### src/design/sst_pkg.sv
package sst_pkg;

    // Table size and derived widths
    localparam int CAPACITY    = 16;
    localparam int IDX_W       = (CAPACITY > 1) ? $clog2(CAPACITY) : 1;
    localparam int CNT_W       = $clog2(CAPACITY + 1);

    // Fixed field widths
    localparam int REQ_W       = 2;
    localparam int VAL_W       = 8;
    localparam int STATUS_W    = 2;
    localparam int COUNT_OUT_W = 7;

    // Request queue between front and back (depth a power of two, pointers wrap)
    localparam int QUEUE_DEPTH = 2;
    localparam int QPTR_W      = (QUEUE_DEPTH > 1) ? $clog2(QUEUE_DEPTH) : 1;
    localparam int QFILL_W     = $clog2(QUEUE_DEPTH + 1);

    typedef enum logic [REQ_W-1:0] {
        OP_INSERT = 2'd0,
        OP_REMOVE = 2'd1,
        OP_SEARCH = 2'd2,
        OP_DUMP   = 2'd3
    } t_op;

    typedef enum logic [STATUS_W-1:0] {
        ST_DONE      = 2'd0,
        ST_NO_CHANGE = 2'd1,
        ST_FULL      = 2'd2
    } t_status;

    typedef enum logic {
        BS_OP   = 1'b0,
        BS_DUMP = 1'b1
    } t_bstate;

    typedef struct packed {
        t_op                      op;
        logic signed [VAL_W-1:0]  value;
    } t_cmd;

    // Head of the request queue as seen by the back end
    typedef struct packed {
        logic valid;
        t_cmd cmd;
    } t_qhead;

    typedef struct packed {
        t_status                  status;
        logic                     found;
        logic                     has_element;
        logic signed [VAL_W-1:0]  element;
        logic                     last;
        logic [COUNT_OUT_W-1:0]   entry_count;
    } t_rsp;

endpackage

### src/design/sst_req_if.sv
interface sst_req_if import sst_pkg::*; ();
    logic                     valid;
    logic                     ready;
    logic [REQ_W-1:0]         req_type;
    logic signed [VAL_W-1:0]  value;

    modport source (output valid, output req_type, output value, input ready);
    modport sink   (input valid, input req_type, input value, output ready);
endinterface

### src/design/sst_rsp_if.sv
interface sst_rsp_if import sst_pkg::*; ();
    logic                     valid;
    logic                     ready;
    logic [STATUS_W-1:0]      status;
    logic                     found;
    logic                     has_element;
    logic signed [VAL_W-1:0]  element;
    logic                     last;
    logic [COUNT_OUT_W-1:0]   entry_count;

    modport source (output valid, output status, output found, output has_element,
                    output element, output last, output entry_count, input ready);
    modport sink   (input valid, input status, input found, input has_element,
                    input element, input last, input entry_count, output ready);
endinterface

### src/design/sst_front.sv
module sst_front import sst_pkg::*; (
    input  logic        i_clk,
    input  logic        i_rst_n,
    sst_req_if.sink     i_req,
    input  logic        i_pop,
    output t_qhead      o_head
);

    t_cmd                r_q [QUEUE_DEPTH];
    logic [QPTR_W-1:0]   r_wr_ptr;
    logic [QPTR_W-1:0]   r_rd_ptr;
    logic [QFILL_W-1:0]  r_fill;
    logic                push;
    logic                pop;
    t_cmd                new_cmd;

    // Classify the incoming request
    always_comb begin
        new_cmd.op    = t_op'(i_req.req_type);
        new_cmd.value = i_req.value;
    end

    assign i_req.ready = (r_fill != QFILL_W'(QUEUE_DEPTH));
    assign push        = i_req.valid && i_req.ready;
    assign pop         = i_pop && (r_fill != '0);

    // Queue storage
    always_ff @(posedge i_clk) begin
        if (push) begin
            r_q[r_wr_ptr] <= new_cmd;
        end
    end

    // Queue pointers and fill level
    always_ff @(posedge i_clk) begin
        if (!i_rst_n) begin
            r_wr_ptr <= '0;
            r_rd_ptr <= '0;
            r_fill   <= '0;
        end else begin
            if (push) begin
                r_wr_ptr <= r_wr_ptr + QPTR_W'(1);
            end
            if (pop) begin
                r_rd_ptr <= r_rd_ptr + QPTR_W'(1);
            end
            case ({push, pop})
                2'b10:   r_fill <= r_fill + QFILL_W'(1);
                2'b01:   r_fill <= r_fill - QFILL_W'(1);
                default: r_fill <= r_fill;
            endcase
        end
    end

    assign o_head.valid = (r_fill != '0);
    assign o_head.cmd   = r_q[r_rd_ptr];

endmodule

### src/design/sst_back.sv
module sst_back import sst_pkg::*; (
    input  logic    i_clk,
    input  logic    i_rst_n,
    input  t_qhead  i_head,
    output logic    o_pop,
    output logic    o_rsp_valid,
    input  logic    i_rsp_ready,
    output t_rsp    o_rsp
);

    logic signed [VAL_W-1:0]  r_entries [CAPACITY];
    logic signed [VAL_W-1:0]  n_entries [CAPACITY];
    logic [CNT_W-1:0]         r_count;
    logic [CNT_W-1:0]         n_count;
    logic [IDX_W-1:0]         r_idx;
    logic [IDX_W-1:0]         n_idx;
    t_bstate                  r_state;
    t_bstate                  n_state;
    logic                     r_rsp_valid;
    t_rsp                     r_rsp;
    t_rsp                     n_rsp;

    logic [CAPACITY-1:0]      cell_valid;
    logic [CAPACITY-1:0]      cell_lt;
    logic [CAPACITY-1:0]      cell_eq;
    logic                     hit;
    logic                     out_free;
    logic                     emit;
    logic                     do_ins;
    logic                     do_rem;
    logic                     dump_last;
    logic signed [VAL_W-1:0]  v;

    assign v        = i_head.cmd.value;
    assign out_free = !r_rsp_valid || i_rsp_ready;
    assign hit      = |cell_eq;

    // Compare-and-shift cells
    for (genvar i = 0; i < CAPACITY; i++) begin : g_cell
        assign cell_valid[i] = (CNT_W'(i) < r_count);
        assign cell_lt[i]    = cell_valid[i] && (r_entries[i] < v);
        assign cell_eq[i]    = cell_valid[i] && (r_entries[i] == v);

        logic signed [VAL_W-1:0] ins_val;
        logic signed [VAL_W-1:0] rem_val;

        // Insert: entries below v stay, the first slot takes v, the rest move up
        if (i == 0) begin : g_ins_first
            assign ins_val = cell_lt[i] ? r_entries[i] : v;
        end else begin : g_ins_rest
            always_comb begin
                if (cell_lt[i]) begin
                    ins_val = r_entries[i];
                end else if (cell_lt[i-1]) begin
                    ins_val = v;
                end else if (cell_valid[i-1]) begin
                    ins_val = r_entries[i-1];
                end else begin
                    ins_val = r_entries[i];
                end
            end
        end

        // Remove: entries at or above v move down one place
        if (i == CAPACITY - 1) begin : g_rem_top
            assign rem_val = r_entries[i];
        end else begin : g_rem_rest
            assign rem_val = (cell_valid[i] && !cell_lt[i]) ? r_entries[i+1] : r_entries[i];
        end

        always_comb begin
            if (do_ins) begin
                n_entries[i] = ins_val;
            end else if (do_rem) begin
                n_entries[i] = rem_val;
            end else begin
                n_entries[i] = r_entries[i];
            end
        end
    end

    // Next state
    always_comb begin
        n_state = r_state;
        case (r_state)
            BS_OP: begin
                if (i_head.valid && out_free && i_head.cmd.op == OP_DUMP
                        && r_count > CNT_W'(1)) begin
                    n_state = BS_DUMP;
                end
            end
            BS_DUMP: begin
                if (out_free && dump_last) begin
                    n_state = BS_OP;
                end
            end
            default: n_state = BS_OP;
        endcase
    end

    // Outputs of the sequencer
    always_comb begin
        o_pop     = 1'b0;
        emit      = 1'b0;
        do_ins    = 1'b0;
        do_rem    = 1'b0;
        n_count   = r_count;
        n_idx     = r_idx;
        dump_last = (CNT_W'(r_idx) + CNT_W'(1) == r_count);
        n_rsp     = r_rsp;
        case (r_state)
            BS_OP: begin
                if (i_head.valid && out_free) begin
                    o_pop             = 1'b1;
                    emit              = 1'b1;
                    n_rsp.status      = ST_DONE;
                    n_rsp.found       = 1'b0;
                    n_rsp.has_element = 1'b0;
                    n_rsp.element     = '0;
                    n_rsp.last        = 1'b1;
                    case (i_head.cmd.op)
                        OP_INSERT: begin
                            if (hit) begin
                                n_rsp.status = ST_NO_CHANGE;
                            end else if (r_count == CNT_W'(CAPACITY)) begin
                                n_rsp.status = ST_FULL;
                            end else begin
                                do_ins  = 1'b1;
                                n_count = r_count + CNT_W'(1);
                            end
                        end
                        OP_REMOVE: begin
                            if (!hit) begin
                                n_rsp.status = ST_NO_CHANGE;
                            end else begin
                                do_rem  = 1'b1;
                                n_count = r_count - CNT_W'(1);
                            end
                        end
                        OP_SEARCH: begin
                            n_rsp.found = hit;
                        end
                        OP_DUMP: begin
                            if (r_count != '0) begin
                                n_rsp.has_element = 1'b1;
                                n_rsp.element     = r_entries[0];
                                n_rsp.last        = (r_count == CNT_W'(1));
                                n_idx             = IDX_W'(1);
                            end
                        end
                        default: n_rsp.status = ST_DONE;
                    endcase
                    n_rsp.entry_count = COUNT_OUT_W'(n_count);
                end
            end
            BS_DUMP: begin
                if (out_free) begin
                    emit              = 1'b1;
                    n_rsp.status      = ST_DONE;
                    n_rsp.found       = 1'b0;
                    n_rsp.has_element = 1'b1;
                    n_rsp.element     = r_entries[r_idx];
                    n_rsp.last        = dump_last;
                    n_rsp.entry_count = COUNT_OUT_W'(r_count);
                    n_idx             = r_idx + IDX_W'(1);
                end
            end
            default: emit = 1'b0;
        endcase
    end

    // Table cells, no reset: only entries below the count are read
    always_ff @(posedge i_clk) begin
        for (int i = 0; i < CAPACITY; i++) begin
            r_entries[i] <= n_entries[i];
        end
    end

    // Control state
    always_ff @(posedge i_clk) begin
        if (!i_rst_n) begin
            r_state     <= BS_OP;
            r_count     <= '0;
            r_idx       <= '0;
            r_rsp_valid <= 1'b0;
        end else begin
            r_state <= n_state;
            r_count <= n_count;
            r_idx   <= n_idx;
            if (emit) begin
                r_rsp_valid <= 1'b1;
            end else if (i_rsp_ready) begin
                r_rsp_valid <= 1'b0;
            end
        end
    end

    // Response register
    always_ff @(posedge i_clk) begin
        if (emit) begin
            r_rsp <= n_rsp;
        end
    end

    assign o_rsp_valid = r_rsp_valid;
    assign o_rsp       = r_rsp;

endmodule

### src/design/sorted_set_table_unit.sv
// Sorted set table: keeps up to 16 distinct signed bytes in ascending order.
// Requests (insert, remove, search, dump) enter a two-deep queue, so up to two
// requests wait there while the response side stalls. Insert, remove and search
// each pass once through the row of compare-and-shift cells and give one
// response; dump gives one response per stored entry, one per cycle while
// responses are taken (one response when the table is empty), with last set
// on the final one. A full table rejects an insert with status 2; a duplicate
// insert or a remove of an absent value reports status 1 and leaves the table
// as it was. Every response carries the entry count after the request.
// Requests pass the queue, and responses are registered and wait for ready
// without blocking the queue from filling.
module sorted_set_table_unit import sst_pkg::*; (
    input  logic        i_clk,
    input  logic        i_rst_n,
    sst_req_if.sink     i_req,
    sst_rsp_if.source   o_rsp
);

    t_qhead  head;
    logic    pop;
    logic    rsp_valid;
    t_rsp    rsp;

    sst_front u_front (
        .i_clk   (i_clk),
        .i_rst_n (i_rst_n),
        .i_req   (i_req),
        .i_pop   (pop),
        .o_head  (head)
    );

    sst_back u_back (
        .i_clk       (i_clk),
        .i_rst_n     (i_rst_n),
        .i_head      (head),
        .o_pop       (pop),
        .o_rsp_valid (rsp_valid),
        .i_rsp_ready (o_rsp.ready),
        .o_rsp       (rsp)
    );

    // Drive the response channel
    assign o_rsp.valid       = rsp_valid;
    assign o_rsp.status      = STATUS_W'(rsp.status);
    assign o_rsp.found       = rsp.found;
    assign o_rsp.has_element = rsp.has_element;
    assign o_rsp.element     = rsp.element;
    assign o_rsp.last        = rsp.last;
    assign o_rsp.entry_count = rsp.entry_count;

endmodule

### src/flat_wrapper.sv
// flat-port wrapper written by rule: the top's interface ports become plain ports
module sorted_set_table_unit_flat import sst_pkg::*;
  (i_clk, i_rst_n, i_req_valid, i_req_req_type, i_req_value, i_req_ready, o_rsp_valid, o_rsp_status, o_rsp_found, o_rsp_has_element, o_rsp_element, o_rsp_last, o_rsp_entry_count, o_rsp_ready);
  sst_req_if i_req_i ();
  sst_rsp_if o_rsp_i ();
  input  logic i_clk;
  input  logic i_rst_n;
  input wire logic [$bits(i_req_i.valid)-1:0] i_req_valid;
  input wire logic [$bits(i_req_i.req_type)-1:0] i_req_req_type;
  input wire logic [$bits(i_req_i.value)-1:0] i_req_value;
  output wire logic [$bits(i_req_i.ready)-1:0] i_req_ready;
  output wire logic [$bits(o_rsp_i.valid)-1:0] o_rsp_valid;
  output wire logic [$bits(o_rsp_i.status)-1:0] o_rsp_status;
  output wire logic [$bits(o_rsp_i.found)-1:0] o_rsp_found;
  output wire logic [$bits(o_rsp_i.has_element)-1:0] o_rsp_has_element;
  output wire logic [$bits(o_rsp_i.element)-1:0] o_rsp_element;
  output wire logic [$bits(o_rsp_i.last)-1:0] o_rsp_last;
  output wire logic [$bits(o_rsp_i.entry_count)-1:0] o_rsp_entry_count;
  input wire logic [$bits(o_rsp_i.ready)-1:0] o_rsp_ready;
  assign i_req_i.valid = i_req_valid;
  assign i_req_i.req_type = i_req_req_type;
  assign i_req_i.value = i_req_value;
  assign i_req_ready = i_req_i.ready;
  assign o_rsp_valid = o_rsp_i.valid;
  assign o_rsp_status = o_rsp_i.status;
  assign o_rsp_found = o_rsp_i.found;
  assign o_rsp_has_element = o_rsp_i.has_element;
  assign o_rsp_element = o_rsp_i.element;
  assign o_rsp_last = o_rsp_i.last;
  assign o_rsp_entry_count = o_rsp_i.entry_count;
  assign o_rsp_i.ready = o_rsp_ready;
  sorted_set_table_unit u_core (.i_clk(i_clk), .i_rst_n(i_rst_n), .i_req(i_req_i), .o_rsp(o_rsp_i));
endmodule
### config.mk
export PLATFORM = sky130hd
export DESIGN_NAME = sorted_set_table_unit_flat
export DESIGN_NICKNAME = d
export VERILOG_FILES = /design/src/design/sst_pkg.sv /design/src/design/sst_req_if.sv /design/src/design/sst_rsp_if.sv /design/src/design/sst_front.sv /design/src/design/sst_back.sv /design/src/design/sorted_set_table_unit.sv /design/src/flat_wrapper.sv
export SDC_FILE = /design/constraint.sdc
export NUM_CORES = 1
export LEC_CHECK = 0
export BUFFER_PORTS_ARGS = -buffer_cell sky130_fd_sc_hd__buf_4
export CAP_MARGIN = 20
export CELL_PAD_IN_SITES_DETAIL_PLACEMENT = 2
export CELL_PAD_IN_SITES_GLOBAL_PLACEMENT = 2
export CORE_MARGIN = 1.5
export CORE_UTILIZATION = 32
export DETAILED_ROUTE_END_ITERATION = 8
export GPL_TIMING_DRIVEN = 0
export PLACE_DENSITY = 0.68
export SLEW_MARGIN = 10
export SYNTH_ARGS = -nofsm -noshare
export SYNTH_HDL_FRONTEND = slang
export SYNTH_SLANG_ARGS = --single-unit
### constraint.sdc
create_clock -name i_clk -period 4.4 [get_ports i_clk]
set_input_delay 0 -clock i_clk [delete_from_list [all_inputs] [get_ports i_clk]]
set_output_delay 0 -clock i_clk [all_outputs]
set_load 0.02 [all_outputs]
==> impl_metrics.csv, run 1 <==
group,metric,value,unit
status,outcome,"finished clean",
finish,area_delta_synth_final,20.1,%
finish,multiInputGateArea,8140,um^2
timing,finalMaxSlewViolations,0,
finish,drive_gt1_share,20.4,%
global_route,overflow,0,
clock_network,root_buffer,"clkbuf_16",
synthesis,synthArstFlopShare,0,%
detailed_routing,drtPass1Iterations,5,
clock_network,cts_buffer_depth,2,
synthesis,mappedNetlistArea,13700,um^2
critical_path,slowest_delay,0.44,ns
floorplan,ios,36,
critical_path,critical_path.slowest_cell,"or3_4",
synthesis,yosys_register_bits,186,
timing,timing.final.ws_setup,0.0903,ns
hold_path,hold_path_depth,4,
pwr,power_density,424,nW/um^2
pwr,p_leak,0.00609,uW
floorplan,fp.dieH,210,um
pwr,vdd_drop_max,0.228,mV
place,placed_cell_area,14800,um^2
critical_path,cp.arrival,4.52,ns
place,post-place-ws,-2.74,ns
global_route,grt_pass1_vias,12800,
synthesis,yosysSeqAreaShare,39.4,%
timing,final.min_clock_period,4.31,ns
detailed_routing,num_vias,11900,
synthesis,yosysTopAreaCellShare,36.4,%
global_route,grtUsageTotal,27.9,%
flow_run,max-cap-violations,0,
clock_network,clk_latency,0.49,ns
critical_path,cp_max_fo,11,
critical_path,end_kind,"flip-flop",
synthesis,synth_edf_count,166,
critical_path,crit_type,"reg2reg",
clock_network,numCtsBuffers,17,
synthesis,syn-instance-count,1291,
timing,relSlewSlack,26.6,%
finish,postLayoutCellArea,16400,um^2
timing,hold_violations,0,
place,placedCellCount,1870,
finish,stdcell_count,1968,
finish,final_util,39.1,%
critical_path,crit_top_cell,"buf_12",
finish,seq_area,5390,um^2
synthesis,synth_top_cell_by_area,"edfxtp_1",
timing,fmax,232,MHz
floorplan,start_util,32.5,%
clock_network,h-tree-depth,4,
floorplan,coreArea,42000,um^2
global_route,grt_first_pass_wirelength,88.5,mm
synthesis,avgSynthCellArea,10.6,um^2
finish,fillers,4451,
global_route,antenna_found_initial,1,
floorplan,die_w,210,um
place,gp_congestion,0.897,
clock_network,cts_tree,"done",
detailed_routing,wire_per_inst,30.7,um
synthesis,synthFlopType,"edfxtp_1",
critical_path,cp-start-kind,"flip-flop",
timing,tightest_slew,1.10,ns
floorplan,rows,75,
clock_network,path_clk_slew,0.08,ns
synthesis,synthDistinctLibCells,77,
synthesis,synthTopCellsByArea,"edfxtp_1 36%, ha_1 12%, mux2i_1 8.0%",
floorplan,die_area,44000,um^2
timing,skew,0.0163,ns
finish,diodes,0,
clock_network,cts.sinks,186,
global_route,grt_max_degree,18,
finish,nets,1564,
detailed_routing,drt_iter0_markers,862,
pwr,total_power,6970,uW
detailed_routing,via_per_inst,6.06,
critical_path,cp_cell_sequence,"buf_6 > mux2_4 > clkinvlp_4 > buf_4 > buf_16 > ha_1 > nand4_1 > a211oi_2 > nor4_2 > buf_4 > nand4_4 > or3_4 > buf_12 > buf_12 > buf_8 > o21a_1 > nor3_4 > buf_12",
timing,setup_violations,0,
detailed_routing,routed_wl,60.4,mm
place,dp_hpwl,44.4,mm
detailed_routing,ant_nets,0,
place,io_buffers,33,
synthesis,yosysWarningCount,0,
detailed_routing,drc,0,
hold_path,hold_class,"in2reg",
timing,min_period_over_period,97.9,%
critical_path,cp.required,4.61,ns
critical_path,r2r_cells,18,
==> final cells by class <==
| cell class | count | share of cell area [%] |
|---|---|---|
| well taps | 539 | 4.11 |
| flip-flops and latches | 186 | 32.8 |
| repair buffers | 112 | 6.57 |
| clock buffers | 18 | 2.67 |
| inverters | 32 | 0.891 |
| clock inverters | 14 | 0.983 |
| plain buffers | 70 | 2.42 |
| multi-input cells | 997 | 49.6 |
==> synthesized netlist by cell type (all sizes together) (5+ instances only) <==
library cell and instances:
edfxtp 166, nand2 159, o21ai 147, ha 134, mux2i 110, nor3 44, buf 43, a21oi 42
mux4 40, nor2 39, clkbuf 34, inv 32, nand4 30, nor2b 25, dfxtp 20, o21a 20
nand3 19, mux2 18, nand2b 12, nor4 11, a211oi 10, and2 10, or2 10, o31ai 9
xnor2 9, a22o 8, o211ai 7, a21boi 6, nor3b 5, or3 5
==> metal layers <==
metal	GRT usage [%]	wire (um)	part of all wire, %	vias up
met5	0	0	0	-
met3	4.91	2930	4.9	93
met1	35.9	26100	43	6337
met2	47.6	30000	50	301
li1	-	-	-	5195
met4	8.81	1380	2.3	0
==> per-stage QoR <==
stage / setup TNS [ns] / hold WS (ns)
global placement: -626.37 / 0.187
finish: 0 / 0.0392
detailed placement: -604.33 / 0.189
floorplan: -2.45 / 0.0989
global route: -0.384 / 0.0639
CTS: 0 / 0.00920
==> power breakdown <==
group	internal, uW	switching [uW]	leakage (uW)
clock network	866	811	0.000295
logic	1120	1920	0.00412
registers	2150	99.0	0.00168
==> registers in the layout (all words and copies together), names as in the netlist, named ones only <==
name / cells
u_core.u_back.o_rsp: 18
u_core.u_back.o_rsp_valid: 1
u_core.u_back.r_count: 5
u_core.u_back.r_entries: 128
u_core.u_back.r_idx: 4
u_core.u_back.r_state: 1
u_core.u_front.r_fill: 2
u_core.u_front.r_q: 20
u_core.u_front.r_rd_ptr: 1
u_core.u_front.r_wr_ptr: 1
==> what timing repair did <==
item                                    4_1_cts  5_1_grt
hold buffers                                 12        0
setup buffers                                42       18
resized for setup                            79       29
endpoints found under the setup margin      269      193
pin swaps                                    14       11
endpoints found under the hold margin        22        0
==> critical path: cells and delay by family, from the launching register on <==
kind / cells / cell delay (ns)
buf+inv: 9 / 1.39
simple gates: 5 / 1.25
flops: 1 / 0.37
mux: 1 / 0.36
fa+ha+maj: 1 / 0.29
compound gates: 2 / 0.29
==> path summary, 6_finish.rpt <==
check | from | endpoint | slack [ns]
max reg2reg | flip-flop | u_core.u_back.r_entries[7][5]$_DFFE_PP_ | 0.09
min | o_rsp_ready | u_core.u_back.r_state$_SDFF_PN0_ | 0.04
min reg2reg | u_core.u_front.r_fill[1]$_SDFFE_PN0P_ | u_core.u_front.r_fill[1]$_SDFFE_PN0P_ | 0.59
max | flip-flop | u_core.u_back.r_entries[7][5]$_DFFE_PP_ | 0.09
==> logic make-up after synthesis <==
group / after synthesis / share of synthesized area (%)
AO/OA/AOI/OAI: 290 / 13.4
other: 1 / 0.0274
buffers and inverters: 109 / 3.57
multiplexers: 168 / 16.1
flip-flops: 186 / 39.4
XOR/XNOR: 12 / 0.768
adder cells (fa/ha/maj): 134 / 12.3
AND/OR/NAND/NOR: 391 / 14.5
==> placed cells by master, fill, tap and decap left out, types with 24 or more instances in the layout <==
master and n:
a21oi_1 38, buf_4 87, clkbuf_1 24, edfxtp_1 166, ha_1 133, inv_1 25, mux2i_1 110, mux4_2 40
nand2_1 159, nand4_1 29, nor2_1 37, nor3_1 35, o21ai_0 112, o21ai_1 34
No activity file was read; power rests on OpenSTA's default activity.
==> run 2, diff against run 1 <==
PLACE_DENSITY = 0.65   (was 0.68)
clock period = 4.35 ns   (was 4.4 ns; I/O delays follow)
==> run 2 against run 1 <==
  * Design area shrank 1.7%
  * Critical path depth shrank 4
  * Clock power is essentially flat
  * Clock skew grew 0.0018 ns
  * Sequential power is essentially flat
  * Highest routed layer unchanged
==> impl_metrics.csv, run 2 (synthesis gave the netlist of run 1 again) <==
group,metric,value,unit
status,outcome,"finished clean",
timing,finalMaxSlewViolations,0,
critical_path,end_kind,"flip-flop",
critical_path,cp-start-kind,"flip-flop",
timing,final.min_clock_period,4.28,ns
floorplan,start_util,32.5,%
critical_path,cp_cell_sequence,"buf_8 > mux2_4 > clkbuf_8 > clkinv_16 > ha_1 > nand4_1 > nor3_1 > nor3_2 > and4_1 > a21oi_4 > a21oi_4 > buf_4 > nor4bb_4 > buf_12",
global_route,overflow,0,
floorplan,die_w,210,um
clock_network,path_clk_slew,0.08,ns
pwr,combinationalPowerShare,42.2,%
clock_network,root_buffer,"clkbuf_16",
clock_network,cts.sinks,186,
pwr,p_sw,2890,uW
finish,final_cell_mix,"166 x edfxtp_1, 159 x nand2_1, 134 x ha_1, 112 x o21ai_0, 110 x mux2i_1",
detailed_routing,drt_iter0_markers,746,
critical_path,cp.required,4.54,ns
critical_path,cp_num_buf_inv,5,
global_route,antenna_found_initial,4,
finish,nets,1526,
detailed_routing,ant_nets,0,
clock_network,h-tree-depth,4,
finish,largest_reg_flops,128,
finish,drive_gt1_share,17.9,%
floorplan,ios,36,
critical_path,crit_type,"reg2reg",
timing,fmax,233,MHz
global_route,grtUsageTotal,27.4,%
global_route,grt_max_degree,26,
finish,final_common_cell,"edfxtp_1",
finish,postLayoutCellArea,16100,um^2
pwr,clockPowerShare,24.8,%
critical_path,critPathTopFamily,"simple AND/OR/NAND/NOR gates",
finish,top_register,"u_core.u_back.r_entries",
pwr,vdd_drop_max,0.285,mV
clock_network,clk_latency,0.48,ns
timing,relSlewSlack,27.5,%
floorplan,coreArea,42000,um^2
place,dp_hpwl,44.1,mm
pwr,p_int,3990,uW
clock_network,cts_buffer_depth,2,
critical_path,critical_path.slowest_cell,"nor3_1",
floorplan,rows,75,
pwr,p_leak,0.00596,uW
detailed_routing,routed_wl,59.1,mm
detailed_routing,drc,0,
finish,area_delta_synth_final,18.0,%
pwr,switching_share,42.0,%
place,io_buffers,33,
pwr,total_power,6880,uW
floorplan,die_area,44000,um^2
pwr,power.share.sequential,33.0,%
flow_run,max-cap-violations,0,
floorplan,fp.dieH,210,um
critical_path,cp.arrival,4.47,ns
timing,hold_violations,0,
critical_path,crit_top_cell,"a21oi_4",
clock_network,cts_tree,"done",
timing,skew,0.0181,ns
detailed_routing,num_vias,11500,
detailed_routing,wire_per_inst,30.6,um
detailed_routing,drtPass1Iterations,5,
detailed_routing,via_per_inst,5.97,
timing,min_period_over_period,98.5,%
critical_path,slowest_delay,0.57,ns
timing,fin_setup_tns,0,ns
timing,setup_violations,0,
critical_path,cp_max_fo,17,
pwr,power_density,426,nW/um^2
global_route,grt_first_pass_wirelength,86.8,mm
global_route,grt_pass1_vias,12600,
finish,diodes,0,
place,placed_cell_area,14700,um^2
timing,tightest_slew,1.06,ns
clock_network,numCtsBuffers,17,
hold_path,hold_class,"in2reg",
place,gp_congestion,0.895,
==> run 2: changes by cell type in the layout (fill, tap and decap cells not counted), sizes merged <==
| cell | before | now |
|---|---|---|
| buf | 144 | 105 |
| bufinv | 2 | 1 |
| clkinv | 6 | 10 |
| clkinvlp | 8 | 0 |
| inv | 30 | 36 |
==> run 2: final timing paths <==
path              depth (start not counted)                                 start  slack [ns]                                       to
setup / recovery                         14                             flip-flop        0.07  u_core.u_back.r_entries[9][0]$_DFFE_PP_
hold / removal                            4                           o_rsp_ready        0.03         u_core.u_back.r_state$_SDFF_PN0_
setup reg to reg                         14                             flip-flop        0.07  u_core.u_back.r_entries[9][0]$_DFFE_PP_
hold reg to reg                           2  u_core.u_front.r_wr_ptr$_SDFFE_PN0P_        0.61     u_core.u_front.r_wr_ptr$_SDFFE_PN0P_
==> run 2: stage by stage <==
step | hold WS [ns] | setup WS, ns | instances | utilization, %
6_report | 0.0273 | 0.0664 | 1930 | 38.4
5_1_grt | 0.0496 | -0.00468 | 1930 | 38.4
4_1_cts | 0.00200 | 0.0204 | 1927 | 38.2
3_5_place_dp | 0.193 | -2.80 | 1866 | 35.0
3_3_place_gp | 0.186 | -2.59 | 1864 | 34.9
2_1_floorplan | 0.0989 | -0.00682 | 1292 | -
==> run 2: worst register-to-register path: stages, from the launching register on <==
cell,delay [ns]
dfxtp_2,0.39
buf_8,0.17
mux2_4,0.24
clkbuf_8,0.26
clkinv_16,0.16
ha_1,0.35
nand4_1,0.13
nor3_1,0.57
nor3_2,0.16
and4_1,0.31
a21oi_4,0.27
a21oi_4,0.17
buf_4,0.28
nor4bb_4,0.35
buf_12,0.18
==> run 2: per-layer routing <==
| layer | track usage [%] | up-vias | share of wire, % |
|---|---|---|---|
| met3 | 4.82 | 67 | 5.0 |
| li1 | - | 5117 | - |
| met1 | 35.8 | 6030 | 44 |
| met2 | 46.6 | 312 | 49 |
| met5 | 0 | - | 0 |
| met4 | 7.19 | 0 | 2.0 |
==> run 2: area by class of cell <==
cell class / count / area [um^2]
Clock inverter: 15 / 203
Inverter: 32 / 240
Multi-Input combinational cell: 997 / 8130
Timing Repair Buffer: 73 / 692
Fill cell: 4427 / 25900
Sequential cell: 186 / 5390
Buffer: 71 / 395
Tap cell: 539 / 674
Clock buffer: 17 / 425
==> run 2: power by group through the flow <==
stage	clock network, uW	registers [uW]	logic [uW]
finish	1710	2270	2900
global route	1790	2290	3120
CTS	1730	2270	2880
detailed placement	0	2310	2630
global placement	0	2300	2490
floorplan	0	2360	1500
==> run 2: timing repair <==
item / in CTS / in global routing
hold buffers: 12 / 0
endpoints found under the setup margin: 269 / 133
endpoints found under the hold margin: 22 / 0
pin swaps: 12 / 2
setup buffers: 18 / 4
gates resized for setup: 100 / 14
==> run 3, diff against run 2 <==
MAX_ROUTING_LAYER = met4   (was default)
RECOVER_POWER = 50   (was default)
==> run 3 against run 2 <==
  * Clock-buffer cell count stayed put
  * Critical path depth is 1 lower
  * Via count up 0.41%
  * Global-route usage grew 0.83 points
  * Largest power group unchanged
==> impl_metrics.csv, run 3 (synthesis gave the netlist of run 1 again) <==
group,metric,value,unit
timing,final.min_clock_period,4.24,ns
pwr,power_density,424,nW/um^2
place,io_buffers,33,
timing,finalMaxSlewViolations,0,
critical_path,critPathTopFamily,"simple AND/OR/NAND/NOR gates",
finish,final_common_cell,"edfxtp_1",
critical_path,critical_path.slowest_cell,"nor3_1",
detailed_routing,routed_wl,59.2,mm
global_route,antenna_found_initial,4,
critical_path,cp_num_buf_inv,4,
pwr,vdd_drop_max,0.289,mV
floorplan,die_area,44000,um^2
timing,relSlewSlack,26.6,%
timing,holdWs,0.0332,ns
floorplan,ios,36,
global_route,grt_first_pass_wirelength,86.8,mm
clock_network,numCtsBuffers,17,
place,placed_cell_area,14700,um^2
critical_path,crit_type,"reg2reg",
clock_network,cts_tree,"done",
floorplan,die_w,210,um
detailed_routing,drc,0,
finish,diodes,0,
clock_network,root_buffer,"clkbuf_16",
floorplan,coreArea,42000,um^2
critical_path,crit_top_cell,"a21oi_4",
place,post-place-ws,-2.80,ns
global_route,grt_pass1_vias,12600,
detailed_routing,via_per_inst,6.00,
finish,largest_reg_flops,128,
global_route,grtUsageTotal,28.2,%
hold_path,hold_class,"in2reg",
timing,fmax,236,MHz
timing,tightest_slew,1.07,ns
status,outcome,"finished clean",
timing,min_period_over_period,97.5,%
clock_network,h-tree-depth,4,
detailed_routing,wire_per_inst,30.7,um
pwr,p_leak,0.00587,uW
finish,top_register,"u_core.u_back.r_entries",
finish,postLayoutCellArea,16000,um^2
clock_network,cts.sinks,186,
detailed_routing,ant_nets,0,
timing,hold_violations,0,
critical_path,cp_cell_sequence,"buf_8 > mux2_4 > inv_16 > ha_1 > nand4_1 > nor3_1 > nor3_2 > and4_1 > a21oi_4 > a21oi_4 > buf_4 > nor4bb_4 > buf_12",
critical_path,cp.required,4.54,ns
detailed_routing,drtPass1Iterations,6,
global_route,grt_max_degree,26,
clock_network,cts_buffer_depth,2,
floorplan,start_util,32.5,%
clock_network,path_clk_slew,0.09,ns
finish,nets,1526,
finish,final_util,38.2,%
critical_path,slowest_delay,0.53,ns
critical_path,end_kind,"flip-flop",
critical_path,cp_max_fo,17,
timing,timing.final.ws_setup,0.111,ns
finish,fillers,4444,
clock_network,clk_latency,0.48,ns
detailed_routing,num_vias,11600,
critical_path,cp.arrival,4.43,ns
finish,drive_gt1_share,15.9,%
finish,area_delta_synth_final,17.3,%
global_route,overflow,0,
place,gp_congestion,0.912,
finish,final_cell_mix,"166 x edfxtp_1, 159 x nand2_1, 134 x ha_1, 112 x o21ai_0, 110 x mux2i_1",
flow_run,max-cap-violations,0,
detailed_routing,drt_iter0_markers,746,
floorplan,rows,75,
timing,setup_violations,0,
critical_path,cp-start-kind,"flip-flop",
floorplan,fp.dieH,210,um
place,dp_hpwl,44.1,mm
timing,skew,0.0157,ns
[run 3: changes by cell type in the layout (fill, tap and decap cells not counted), sizes merged]
cell    change
buf        -30
clkbuf     +30
[run 3: metal layers]
layer / part of all wire, % / vias up / GRT usage (%)
met1: 44 / 6080 / 35.7
met4: 2.2 / 0 / 7.54
met2: 49 / 300 / 46.4
met5: 0 / - / -
li1: - / 5115 / -
met3: 4.5 / 78 / 5.04
[run 3: timing repair]
action                                 in CTS  in global routing
buffers inserted                           18                  5
endpoints found under the hold margin      22                  0
hold buffers                               12                  0
pin swaps                                  12                  2
gates resized for setup                   100                 14
setup endpoints to repair                 269                165
[run 3: path summary, 6_finish.rpt]
check                                             from                                      end  slack, ns  depth (start not counted)
setup / recovery                             flip-flop  u_core.u_back.r_entries[9][0]$_DFFE_PP_       0.11                         13
hold / removal                             o_rsp_ready         u_core.u_back.r_state$_SDFF_PN0_       0.03                          4
setup reg to reg                             flip-flop  u_core.u_back.r_entries[9][0]$_DFFE_PP_       0.11                         13
hold reg to reg   u_core.u_front.r_rd_ptr$_SDFFE_PN0P_     u_core.u_front.r_rd_ptr$_SDFFE_PN0P_       0.60                          2
[run 3: layout make-up]
type	instances	area [um^2]	area share [%]
Timing Repair Buffer	74	594	3.71
Inverter	32	240	1.50
Tap cell	539	674	4.20
Clock buffer	17	425	2.65
Clock inverter	15	203	1.26
Buffer	70	382	2.38
Sequential cell	186	5390	33.6
Multi-Input combinational cell	997	8140	50.7
[run 3: worst min-delay path: stages]
cell      delay, ns
buf_4          0.08
nor2b_1        0.11
a32oi_1        0.17
a21boi_0       0.10
[run 3: where the power goes]
| group | internal, uW | switching [uW] |
|---|---|---|
| logic | 911 | 1910 |
| registers | 2170 | 102 |
| clock network | 836 | 874 |
| total | 3920 | 2880 |
[run 3: through the flow]
step	power, uW	std cells	TNS [ns]
after floorplan	3860	1292	-0.164
after global placement	4790	1864	-541.13
after detailed placement	4950	1866	-595.64
after CTS	6880	1927	0
after global routing	7120	1930	-0.0338
final	6800	1930	0
